===== config.mk =====
export PLATFORM = sky130hd
export DESIGN_NAME = blake2s_compress_core
export DESIGN_NICKNAME = d
export VERILOG_FILES = /design/src/b2s_pkg.sv /design/src/blake2s_compress_core.sv /design/src/b2s_g_unit.sv /design/src/b2s_seq.sv
export SDC_FILE = /design/constraint.sdc
export NUM_CORES = 2
export LEC_CHECK = 0
export BUFFER_PORTS_ARGS = -buffer_cell sky130_fd_sc_hd__buf_4
export CORE_UTILIZATION = 30
export DETAILED_ROUTE_END_ITERATION = 10
export GPL_ROUTABILITY_DRIVEN = 0
export SYNTH_ARGS = -nofsm -noshare
export SYNTH_HDL_FRONTEND = slang
export SYNTH_SLANG_ARGS = --single-unit

===== constraint.sdc =====
create_clock -name clk -period 11.2 [get_ports clk]
set_input_delay 0.56 -clock clk [delete_from_list [all_inputs] [get_ports clk]]
set_output_delay 0.56 -clock clk [all_outputs]
set_load 0.1 [all_outputs]

===== src/b2s_pkg.sv =====
// Shared types, constants and control struct for the BLAKE2s compression core.
package b2s_pkg;

  localparam int WORD_W  = 32;
  localparam int IN_TD_W = 168;
  localparam int OUT_TD_W = 256;

  typedef logic [WORD_W-1:0] word_t;

  localparam word_t IV [8] = '{
    32'h6A09E667, 32'hBB67AE85, 32'h3C6EF372, 32'hA54FF53A,
    32'h510E527F, 32'h9B05688C, 32'h1F83D9AB, 32'h5BE0CD19
  };

  localparam logic [3:0] SIGMA [10][16] = '{
    '{4'd0,  4'd1,  4'd2,  4'd3,  4'd4,  4'd5,  4'd6,  4'd7,
      4'd8,  4'd9,  4'd10, 4'd11, 4'd12, 4'd13, 4'd14, 4'd15},
    '{4'd14, 4'd10, 4'd4,  4'd8,  4'd9,  4'd15, 4'd13, 4'd6,
      4'd1,  4'd12, 4'd0,  4'd2,  4'd11, 4'd7,  4'd5,  4'd3},
    '{4'd11, 4'd8,  4'd12, 4'd0,  4'd5,  4'd2,  4'd15, 4'd13,
      4'd10, 4'd14, 4'd3,  4'd6,  4'd7,  4'd1,  4'd9,  4'd4},
    '{4'd7,  4'd9,  4'd3,  4'd1,  4'd13, 4'd12, 4'd11, 4'd14,
      4'd2,  4'd6,  4'd5,  4'd10, 4'd4,  4'd0,  4'd15, 4'd8},
    '{4'd9,  4'd0,  4'd5,  4'd7,  4'd2,  4'd4,  4'd10, 4'd15,
      4'd14, 4'd1,  4'd11, 4'd12, 4'd6,  4'd8,  4'd3,  4'd13},
    '{4'd2,  4'd12, 4'd6,  4'd10, 4'd0,  4'd11, 4'd8,  4'd3,
      4'd4,  4'd13, 4'd7,  4'd5,  4'd15, 4'd14, 4'd1,  4'd9},
    '{4'd12, 4'd5,  4'd1,  4'd15, 4'd14, 4'd13, 4'd4,  4'd10,
      4'd0,  4'd7,  4'd6,  4'd3,  4'd9,  4'd2,  4'd8,  4'd11},
    '{4'd13, 4'd11, 4'd7,  4'd14, 4'd12, 4'd1,  4'd3,  4'd9,
      4'd5,  4'd0,  4'd15, 4'd4,  4'd8,  4'd6,  4'd2,  4'd10},
    '{4'd6,  4'd15, 4'd14, 4'd9,  4'd11, 4'd3,  4'd0,  4'd8,
      4'd12, 4'd2,  4'd13, 4'd7,  4'd1,  4'd4,  4'd10, 4'd5},
    '{4'd10, 4'd2,  4'd8,  4'd4,  4'd7,  4'd6,  4'd1,  4'd5,
      4'd15, 4'd11, 4'd9,  4'd14, 4'd3,  4'd12, 4'd13, 4'd0}
  };

  localparam logic [3:0] LAST_WORD = 4'd15;
  localparam logic       MODE_LOAD = 1'b0;
  localparam logic       MODE_STORE = 1'b1;

  typedef enum logic [2:0] {
    ST_IDLE,
    ST_PRE,
    ST_RUN,
    ST_FOLD,
    ST_OUT
  } state_t;

  // Row rotation applied to the working matrix after a mix step.
  typedef enum logic [1:0] {
    PERM_NONE,
    PERM_ROT,
    PERM_DIAG,
    PERM_UNDIAG
  } perm_t;

  typedef struct packed {
    logic       in_ready;
    logic       out_valid;
    logic       mix_en;
    logic       half;
    perm_t      perm;
    logic       fold;
    logic [3:0] rd_addr;
  } ctrl_t;

endpackage


===== src/blake2s_compress_core.sv =====
// Top level of the BLAKE2s compression core: state, message store and datapath.
//
// Input stream (in_*): one beat per 32-bit word. in_tuser is the mode bit:
// 0 loads chaining word word_index (0..7, higher indexes are dropped), 1
// stores message word word_index. Storing word 15 starts a compression using
// the counter and finalization words carried in the same beat.
// in_tready stays high while idle.
// A compression runs from the word 15 beat to out_tvalid through a message
// prefetch state, the mixing of ROUND_COUNT rounds on the single mixing unit
// doing one half of G per cycle, and a fold state. in_tready is low from that
// beat until the result beat is taken.
// Output stream (out_*): one beat holding the eight new chaining words. If
// the receiver stalls, the beat and the chaining value hold, and no input is
// accepted until out_tready.
// Reset clears the chaining value to zero and returns to idle. Message words
// must be written before a compression reads them.
module blake2s_compress_core #(
  parameter int ROUND_COUNT = 10
) (
  input  logic                           clk,
  input  logic                           rst_n,
  input  logic                           in_tvalid,
  output logic                           in_tready,
  // [3:0] word_index, [35:4] word_value, [67:36] counter_low,
  // [99:68] counter_high, [131:100] final_block_flag,
  // [163:132] final_node_flag, [167:164] zero
  input  logic [b2s_pkg::IN_TD_W-1:0]    in_tdata,
  // [0] mode
  input  logic                           in_tuser,
  output logic                           out_tvalid,
  input  logic                           out_tready,
  // [31:0] hash_word_0 ... [255:224] hash_word_7
  output logic [b2s_pkg::OUT_TD_W-1:0]   out_tdata
);

  b2s_pkg::ctrl_t ctrl;
  b2s_pkg::word_t cv_r [8];
  b2s_pkg::word_t v_r [16];
  b2s_pkg::word_t v_mix [16];
  b2s_pkg::word_t v_nxt [16];
  b2s_pkg::word_t msg_mem [16];
  b2s_pkg::word_t mdata_r;
  b2s_pkg::word_t g_a, g_b, g_c, g_d;
  logic [1:0]     rot_amt [4];

  logic           in_beat;
  logic           start;
  logic [3:0]     word_index;
  b2s_pkg::word_t word_value;
  b2s_pkg::word_t counter_low;
  b2s_pkg::word_t counter_high;
  b2s_pkg::word_t final_block_flag;
  b2s_pkg::word_t final_node_flag;

  assign word_index       = in_tdata[3:0];
  assign word_value       = in_tdata[35:4];
  assign counter_low      = in_tdata[67:36];
  assign counter_high     = in_tdata[99:68];
  assign final_block_flag = in_tdata[131:100];
  assign final_node_flag  = in_tdata[163:132];

  assign in_beat = in_tvalid && in_tready;
  assign start   = in_beat && (in_tuser == b2s_pkg::MODE_STORE) &&
                   (word_index == b2s_pkg::LAST_WORD);

  b2s_seq #(
    .ROUND_COUNT(ROUND_COUNT)
  ) u_seq (
    .clk       (clk),
    .rst_n     (rst_n),
    .start     (start),
    .out_tready(out_tready),
    .ctrl      (ctrl)
  );

  assign in_tready  = ctrl.in_ready;
  assign out_tvalid = ctrl.out_valid;

  // Message store: one write port, one registered read port.
  always_ff @(posedge clk) begin
    if (in_beat && (in_tuser == b2s_pkg::MODE_STORE)) begin
      msg_mem[word_index] <= word_value;
    end
    mdata_r <= msg_mem[ctrl.rd_addr];
  end

  // The unit always works on column 0 of the 4x4 working matrix.
  b2s_g_unit u_g (
    .a_i   (v_r[0]),
    .b_i   (v_r[4]),
    .c_i   (v_r[8]),
    .d_i   (v_r[12]),
    .x_i   (mdata_r),
    .half_i(ctrl.half),
    .a_o   (g_a),
    .b_o   (g_b),
    .c_o   (g_c),
    .d_o   (g_d)
  );

  // Per-row left rotation: plain steps move the next column to position 0,
  // the diag/undiag codes fold in the diagonal shuffle as well.
  always_comb begin
    rot_amt = '{2'd0, 2'd0, 2'd0, 2'd0};
    case (ctrl.perm)
      b2s_pkg::PERM_ROT:    rot_amt = '{2'd1, 2'd1, 2'd1, 2'd1};
      b2s_pkg::PERM_DIAG:   rot_amt = '{2'd1, 2'd2, 2'd3, 2'd0};
      b2s_pkg::PERM_UNDIAG: rot_amt = '{2'd1, 2'd0, 2'd3, 2'd2};
      default:              rot_amt = '{2'd0, 2'd0, 2'd0, 2'd0};
    endcase
  end

  always_comb begin
    v_mix     = v_r;
    v_mix[0]  = g_a;
    v_mix[4]  = g_b;
    v_mix[8]  = g_c;
    v_mix[12] = g_d;
    for (int r = 0; r < 4; r++) begin
      for (int c = 0; c < 4; c++) begin
        v_nxt[4*r + c] = v_mix[{2'(r), 2'(c) + rot_amt[r]}];
      end
    end
  end

  always_ff @(posedge clk) begin
    if (start) begin
      for (int i = 0; i < 8; i++) begin
        v_r[i] <= cv_r[i];
      end
      for (int i = 0; i < 4; i++) begin
        v_r[8 + i] <= b2s_pkg::IV[i];
      end
      v_r[12] <= b2s_pkg::IV[4] ^ counter_low;
      v_r[13] <= b2s_pkg::IV[5] ^ counter_high;
      v_r[14] <= b2s_pkg::IV[6] ^ final_block_flag;
      v_r[15] <= b2s_pkg::IV[7] ^ final_node_flag;
    end else if (ctrl.mix_en) begin
      v_r <= v_nxt;
    end
  end

  always_ff @(posedge clk) begin
    if (!rst_n) begin
      for (int i = 0; i < 8; i++) begin
        cv_r[i] <= '0;
      end
    end else if (ctrl.fold) begin
      for (int i = 0; i < 8; i++) begin
        cv_r[i] <= cv_r[i] ^ v_r[i] ^ v_r[i + 8];
      end
    end else if (in_beat && (in_tuser == b2s_pkg::MODE_LOAD) && !word_index[3]) begin
      cv_r[word_index[2:0]] <= word_value;
    end
  end

  always_comb begin
    for (int i = 0; i < 8; i++) begin
      out_tdata[32*i +: 32] = cv_r[i];
    end
  end

endmodule


===== src/b2s_g_unit.sv =====
// Shared half-G mixing unit: one add/xor/rotate half of the G function per cycle.
module b2s_g_unit (
  input  b2s_pkg::word_t a_i,
  input  b2s_pkg::word_t b_i,
  input  b2s_pkg::word_t c_i,
  input  b2s_pkg::word_t d_i,
  input  b2s_pkg::word_t x_i,
  input  logic           half_i,
  output b2s_pkg::word_t a_o,
  output b2s_pkg::word_t b_o,
  output b2s_pkg::word_t c_o,
  output b2s_pkg::word_t d_o
);

  b2s_pkg::word_t dx;
  b2s_pkg::word_t bx;

  assign a_o = a_i + b_i + x_i;
  assign dx  = d_i ^ a_o;
  // first half rotates by 16 and 12, second half by 8 and 7
  assign d_o = half_i ? {dx[7:0], dx[31:8]} : {dx[15:0], dx[31:16]};
  assign c_o = c_i + d_o;
  assign bx  = b_i ^ c_o;
  assign b_o = half_i ? {bx[6:0], bx[31:7]} : {bx[11:0], bx[31:12]};

endmodule


===== src/b2s_seq.sv =====
// Round/step sequencer for the compression core.
module b2s_seq #(
  parameter int ROUND_COUNT = 10
) (
  input  logic           clk,
  input  logic           rst_n,
  input  logic           start,
  input  logic           out_tready,
  output b2s_pkg::ctrl_t ctrl
);

  localparam int RW = (ROUND_COUNT > 1) ? $clog2(ROUND_COUNT) : 1;
  localparam logic [RW-1:0] LAST_ROUND = RW'(ROUND_COUNT - 1);

  b2s_pkg::state_t state_r, state_nxt;
  logic [RW-1:0]   round_r, round_nxt;
  logic [3:0]      step_r, step_nxt;
  logic [RW-1:0]   round_inc;
  logic [2:0]      g_idx;

  assign round_inc = (round_r == LAST_ROUND) ? '0 : round_r + 1'b1;
  assign g_idx     = step_r[3:1];

  always_ff @(posedge clk) begin
    if (!rst_n) begin
      state_r <= b2s_pkg::ST_IDLE;
      round_r <= '0;
      step_r  <= '0;
    end else begin
      state_r <= state_nxt;
      round_r <= round_nxt;
      step_r  <= step_nxt;
    end
  end

  always_comb begin
    state_nxt = state_r;
    round_nxt = round_r;
    step_nxt  = step_r;
    ctrl      = '{in_ready: 1'b0, out_valid: 1'b0, mix_en: 1'b0, half: 1'b0,
                  perm: b2s_pkg::PERM_NONE, fold: 1'b0, rd_addr: 4'd0};
    unique case (state_r)
      b2s_pkg::ST_IDLE: begin
        ctrl.in_ready = 1'b1;
        if (start) begin
          state_nxt = b2s_pkg::ST_PRE;
          round_nxt = '0;
          step_nxt  = '0;
        end
      end
      b2s_pkg::ST_PRE: begin
        // prefetch first message word of round 0
        ctrl.rd_addr = b2s_pkg::SIGMA[0][0];
        state_nxt    = b2s_pkg::ST_RUN;
      end
      b2s_pkg::ST_RUN: begin
        ctrl.mix_en = 1'b1;
        ctrl.half   = step_r[0];
        if (step_r[0]) begin
          if (g_idx == 3'd3) begin
            ctrl.perm = b2s_pkg::PERM_DIAG;
          end else if (g_idx == 3'd7) begin
            ctrl.perm = b2s_pkg::PERM_UNDIAG;
          end else begin
            ctrl.perm = b2s_pkg::PERM_ROT;
          end
        end
        step_nxt = step_r + 4'd1;
        if (step_r == 4'd15) begin
          ctrl.rd_addr = b2s_pkg::SIGMA[4'(round_inc)][0];
          round_nxt    = round_inc;
          if (round_r == LAST_ROUND) begin
            state_nxt = b2s_pkg::ST_FOLD;
          end
        end else begin
          ctrl.rd_addr = b2s_pkg::SIGMA[4'(round_r)][step_r + 4'd1];
        end
      end
      b2s_pkg::ST_FOLD: begin
        ctrl.fold = 1'b1;
        state_nxt = b2s_pkg::ST_OUT;
      end
      b2s_pkg::ST_OUT: begin
        ctrl.out_valid = 1'b1;
        if (out_tready) begin
          state_nxt = b2s_pkg::ST_IDLE;
        end
      end
      default: begin
        state_nxt = b2s_pkg::ST_IDLE;
      end
    endcase
  end

endmodule


---- Word-level counts from Yosys, hierarchy flattened ----
Memory sizes are Yosys's and may differ from the RTL's. A register that Yosys moved wholly into a read port is not among the register bits.
Cells that the tools add are included.
operators by class
  reductions and logical operators ........ 13
  equal/unequal tests ..................... 16
  $add $sub $neg .......................... 17
  muxes and demuxes ....................... 100
  magnitude comparators ................... 19
  bitwise logic cells ..................... 50
operators with widths
  kind                 count
  $bmux 32 s4          16
  $mux 32              43
  $mux 512             2
  $xor 32x32->32       18
  $mux 64              4
  $add 32x32->32       3
  $ge 5x5->1 const B   19
  $not 4->5            11
  $mux 4               8
  $not 16->16          2
  $reduce_or 32->1     1
  $pmux 7 s3           1
  $not 2->5            4
  $not 3->5            4
  $not 18->18          1
  $add 2x2->2 const A  8
  $bmux 4 s4           1
  $pmux 4 s2           2
  $mux 3               5
  $pmux 3 s5           1
  $mux 1               14
  $not 13->13          1
  $eq 4x4->1 const B   3
  $eq 3x2->1 const B   3
  other kinds (18)     40
storage, ports and cells
  memories kept ........................... 4
  logic and storage cells ................. 238
  output and inout bits ................... 258
  memory bits (writable) .................. 768
  ROM bits ................................ 2048
  input port bits ......................... 173
  register bits ........................... 523
memory list
  memory           words  width  read ports  clocked after Yosys merged registers in  wr ports  RTL line                     source
  (no name shown)  16     64     1           0                                        0         b2s_seq.sv:76                ctrl.rd_addr = b2s_pkg::SIGMA[4'(round_r)][step_r + 4'd1];
  (no name shown)  16     64     1           0                                        0         b2s_seq.sv:70                ctrl.rd_addr = b2s_pkg::SIGMA[4'(round_inc)][0];
  msg_mem          16     32     1           1                                        1         blake2s_compress_core.sv:41  b2s_pkg::word_t msg_mem [16];
  cv_r             8      32     8           0                                        8         blake2s_compress_core.sv:37  b2s_pkg::word_t cv_r [8];

---- Depth between registers and ports, before layout ----
  depth in word-level cells ............... 14
  gate-level depth with buffers ........... 24
  mapped depth without buffers ............ 23

---- Cells and area by module ----
A second synthesis with hierarchy kept.
second synthesis, totals
  cells, all modules ...................... 5698
  area total of the unflattened synthesis .. 75108.3 um2
by module, submodules not included
  module                 sequential area each (um2)  times used  area an instance (um2)  cells each
  blake2s_compress_core  37796.2                     1           67777.5                 4728
  b2s_g_unit             0.0                         1           5097.4                  634
  b2s_seq                220.2                       1           2233.4                  336

---- Worst setup path before layout ----
Ideal clock, no wire load.
  kind .................................... register to register
  from .................................... register u_seq.state_r[0]
  to ...................................... register v_r (netlist bit v_mix[0]), enable pin
  data required time ...................... 10.499 ns
  stages on the path, launching flop included .. 9
  library setup time ...................... 0.701 ns
  path buffers ............................ 2
  clock period less this slack ............ 11.573 ns
  arrival time ............................ 10.872 ns
  setup slack ............................. -0.373 ns
  path through ............................ dfxtp_1 clkbuf_1 nor3_1 nand4_1 or2_2 clkbuf_1 inv_1 nor2_1 inv_1
on the way
  word-level cells in the longest chain between the ends .. 6
  elaborated cells on any way between the ends .. 8
  those cells by class .................... 1 x eq/ne; 2 x mux; 5 x reduce/logical
ends and longest elaborated chain
  what                             RTL line                      source
  start, declared                  b2s_seq.sv:15                 b2s_pkg::state_t state_r, state_nxt;
  start signal, assigned           b2s_seq.sv:26                 state_r <= b2s_pkg::ST_IDLE;
  start signal, assigned           b2s_seq.sv:30                 state_r <= state_nxt;
  $logic_not 3->1                  b2s_seq.sv:42                 unique case (state_r)
  $mux 1                           b2s_seq.sv:42
  net in_tready                    blake2s_compress_core.sv:23   output logic in_tready,
  $logic_and 1x1->1                blake2s_compress_core.sv:62   assign in_beat = in_tvalid && in_tready;
  $logic_and 1x1->1 (2 in series)  blake2s_compress_core.sv:63   assign start = in_beat && (in_tuser == b2s_pkg::MODE_STORE) &&
  $reduce_bool 2->1 (no line)      -
  end signal, assigned by index    blake2s_compress_core.sv:129  v_r[i] <= cv_r[i];
  end signal, assigned by index    blake2s_compress_core.sv:132  v_r[8 + i] <= b2s_pkg::IV[i];
  end signal, assigned             blake2s_compress_core.sv:139  v_r <= v_nxt;
  end, declared                    blake2s_compress_core.sv:38   b2s_pkg::word_t v_r [16];
The timed path passes the listed nets, and every way through them passes these cells.
A chain may end at the register's enable or synchronous reset.

---- Worst setup path in the final report ----
  from .................................... register v_r[353] (netlist name)
  to ...................................... register v_r (netlist bit v_mix[267]) (data pin)
on the way
  word-level cells in the longest chain between the ends .. 12
ends and longest elaborated chain
  what                                             RTL line                      source
  $add 32x32->32 (*) (2 in series)                 b2s_g_unit.sv:18              assign a_o = a_i + b_i + x_i;
  $xor 32x32->32                                   b2s_g_unit.sv:19              assign dx = d_i ^ a_o;
  $mux 32                                          b2s_g_unit.sv:21              assign d_o = half_i ? {dx[7:0], dx[31:8]} : {dx[15:0], dx[31:16]};
  $add 32x32->32                                   b2s_g_unit.sv:22              assign c_o = c_i + d_o;
  $xor 32x32->32                                   b2s_g_unit.sv:23              assign bx = b_i ^ c_o;
  $mux 32                                          b2s_g_unit.sv:24              assign b_o = half_i ? {bx[6:0], bx[31:7]} : {bx[11:0], bx[31:12]};
  $bmux 32 s4 (*)                                  blake2s_compress_core.sv:121  v_nxt[4*r + c] = v_mix[{2'(r), 2'(c) + rot_amt[r]}];
  $mux 32 (not written as such) (*) (2 in series)  blake2s_compress_core.sv:121
  $mux 512 (*)                                     blake2s_compress_core.sv:138  end else if (ctrl.mix_en) begin
  $mux 512 (*)                                     blake2s_compress_core.sv:127  if (start) begin
Mark *: on every way between the ends. The rest lies on a longest branch, timed or not. The select of a mux whose other input is x is not followed.

==> flow_summary.ini <==
[worst_setup_path]
worstPathArrival_ns = 9.62
rr_startpoint = v_r[353]$_DFFE_PP_
cp_max_fo = 5
cp-end-kind = flip-flop
cp-start-kind = flip-flop
required_ns = 11.70
worst-setup-path-type = flip-flop to flip-flop
r2r_slack_ns = 2.08
r2r_end = v_mix[267]$_DFFE_PP_
worstSetupStartpoint = v_r[353]$_DFFE_PP_
critPathCapture = v_mix[267]$_DFFE_PP_
reg2regPathDepth = 21

[logic_synthesis]
yosysWarnings = 0
syn_avg_cell_area_um2 = 10.9
synthXorXnorAreaFrac_pct = 8.19
ys_types = 93
synth_compound_area_share_pct = 15.3
synth_seq_area_share_pct = 51.8
synthMuxAreaShare_pct = 9.90
synthAdderAreaFrac_pct = 2.26
synth_area_leader_cell = edfxtp_1
synth-edff-count = 1152
synth_area_um2 = 73400
synth_async_sr_flop_share_pct = 0
synth_top_family_by_area = compound AO/OA/AOI/OAI gates
syn_inst = 6762
synthSimpleGateAreaFrac_pct = 9.18
ys.flop_type = edfxtp_1
synth.area.top_cells = edfxtp_1 (47%), mux2i_1 (7.3%), o21ai_0 (4.8%)
synth_seq_cells = 1323
syn_nets = 7048
synth_top_area_share_pct = 47.1

[flow_run]
drv_cap = 0

[clock_tree]
cts_resized = 0
htreeDepth = 4
hold_buffers = 0
clockRootBuffer = clkbuf_16
cts.sinks = 1323
clock_latency_ns = 0.81
cts_buffer_depth = 3
clk_pin_slew_ns = 0.07
cts_setup_buffers = 0
cts_made_buffers = 144
cts_tree = built

[pwr]
irDropWorstVdd_v = 0.000140
p_sw_w = 0.00481
p_int_w = 0.00946
pwr-share-comb_pct = 22.9
p_per_area_nw_per_um2 = 169
swShare_pct = 33.7
power_w = 0.0143
power.share.sequential_pct = 41.3
p_leak_nw = 28.8
pwr-share-clk_pct = 35.8

[cells_and_area]
fin_nets = 7214
syn2layout_area_growth_pct = 15.3
drive_gt1_share_pct = 13.7

[sta]
hold_viol = 0
setup_viol = 0
fin_setup_tns_ns = 0
period_share_pct = 81.5
fin_crit_ns = 9.12
fin_skew_ns = 0.0281
rsz0062_at_grt = no
fin_ws_ns = 2.08
max-slew-margin-rel_pct = 8.17
worst_pin_slew_ns = 1.37
maxSlewViolCount = 0
max_freq_mhz = 110

[worst_hold_path]
hold_class = input pin to flip-flop

[route]
first_pass_iters = 8
wirelength_um = 306000
postRouteAntennaNets = 0
wl_per_cell_um = 29.8
drc = 0
via_count = 59200
viasPerCell = 5.77
drtIter0Drc = 8380

[floorplan]
num_rows = 181
initial_core_util_pct = 30.2
die_area_um2 = 247000
fp.dieH_um = 497
chipWidth_um = 497
coreArea_um2 = 243000
io_pins = 431

[global_route]
grt_pass1_wl_um = 422000
grt-ovfl-total = 0
track_usage_pct = 24.0
grt_max_degree = 175
antenna_found_initial = 30
grt_pass1_vias = 55000

[placement]
portBuffers = 426
dp_slack_ns = 2.62
dpl.hpwl_um = 210000

[outcome]
outcome = finished, final reports clean
## flip-flops by register name (all words and copies together), names as in the netlist
name           flops
cv_r             256
mdata_r           32
msg_mem          512
u_seq.round_r      4
u_seq.state_r      3
u_seq.step_r       4
v_mix            384
v_r              128
## worst min path at each step
stage                            startpoint                 endpoint  slack (ns)  depth (start not counted)
floorplan           v_mix[170]$_SDFFE_PP0P_  v_mix[170]$_SDFFE_PP0P_        0.48                          2
global placement    v_mix[170]$_SDFFE_PP0P_  v_mix[170]$_SDFFE_PP0P_        0.49                          2
detailed placement  v_mix[180]$_SDFFE_PP0P_  v_mix[180]$_SDFFE_PP0P_        0.51                          2
CTS                            in_tdata[89]      v_mix[85]$_DFFE_PP_        0.02                          3
global route                   in_tdata[69]      v_mix[65]$_DFFE_PP_        0.04                          3
finish                        in_tdata[129]      v_mix[61]$_DFFE_PP_        0.07                          2
## metrics by stage
step	util [%]	hold slack (ns)	cell area, um2	instances
4_1_cts	34.8	0.0188	84600	10300
6_report	34.8	0.0671	84600	10300
2_1_floorplan	-	0.476	73400	6762
3_3_place_gp	32.8	0.494	79700	9984
3_5_place_dp	32.8	0.505	79700	9984
5_1_grt	34.8	0.0441	84600	10300
## power by group through the flow
| stage | sequential, W | clock [W] | combinational [W] |
|---|---|---|---|
| after floorplan | 0.00617 | 0 | 0.00160 |
| after global placement | 0.00597 | 0 | 0.00310 |
| after detailed placement | 0.00598 | 0 | 0.00313 |
| after CTS | 0.00588 | 0.00513 | 0.00315 |
| after global routing | 0.00591 | 0.00533 | 0.00337 |
| final | 0.00589 | 0.00510 | 0.00327 |
## cell usage after synthesis (39+ instances only)
cell / n
inv_1: 69
dfxtp_1: 171
a22o_1: 63
o31ai_1: 44
o21ai_0: 705
a211oi_1: 56
clkbuf_1: 313
a21o_1: 45
mux2i_1: 539
nand2_1: 880
a22oi_1: 69
buf_2: 88
a31oi_1: 51
ha_1: 80
edfxtp_1: 1152
a221o_1: 50
xnor2_1: 389
buf_1: 57
a21oi_1: 375
nor2_1: 345
nor3_1: 82
nor2b_1: 54
o22ai_1: 100
nand3_1: 117
xor2_1: 230
mux2_2: 119
o221ai_1: 39
## area by class of cell
class / count / area, um2
diodes: 9 / 22.5
clock buffers: 199 / 3910
clock inverters: 67 / 982
fillers: 24200 / 159000
inverters: 71 / 283
multi-input cells: 4850 / 33300
flip-flops and latches: 1323 / 38000
well taps: 3202 / 4010
repair buffers: 538 / 4110
## routing by layer
| layer | share of wire, % | global-route usage [%] | wire length (um) | vias up |
|---|---|---|---|---|
| met5 | 0.064 | 0 | 195 | - |
| met4 | 6.8 | 13.8 | 20900 | 28 |
| met3 | 13 | 8.08 | 38500 | 755 |
| met2 | 44 | 36.2 | 133000 | 3822 |
| met1 | 37 | 29.7 | 113000 | 29300 |
| li1 | - | - | - | 25300 |
## placed cells by master (no fill, tap or decap), types with 46 or more instances in the layout
cell type and instances:
a211oi_1 55, a21oi_1 375, a221o_1 50, a22o_1 63
a22oi_1 69, a31oi_1 50, buf_4 532, clkbuf_1 46
clkbuf_16 145, dfxtp_1 170, edfxtp_1 1152, ha_1 76
inv_1 64, mux2_2 119, mux2i_1 539, nand2_1 871
nand3_1 117, nor2_1 315, nor2b_1 53, nor3_1 82
o21ai_0 695, o22ai_1 100, xnor2_1 389, xor2_1 230
## critical path, cell delays in order (launching register included)
cell and delay, ns:
edfxtp_1 0.59, fa_1 0.53, ha_1 0.30, fa_1 0.50
a21o_1 0.21, nand4_1 0.16, nand2_1 0.12, a21o_1 0.19
a21oi_1 0.24, xnor3_1 0.55, o21ai_1 1.16, inv_1 0.12
ha_1 0.34, a211oi_1 0.44, nor4_1 0.14, a211oi_1 0.51
o21ai_1 0.32, a21oi_1 0.26, xor2_1 0.61, xnor2_1 0.24
o21ai_0 1.01, o21ai_0 0.25
## logic make-up after synthesis
kind of cell               count (synthesis)
AOI/OAI and AO/OA                       1813
DFF                                     1323
buffers and inverters                    589
xor gates and xnor gates                 645
muxes                                    682
and+or+nand+nor                         1597
adders and majority gates                113
(Power assumes the default switching activity.)
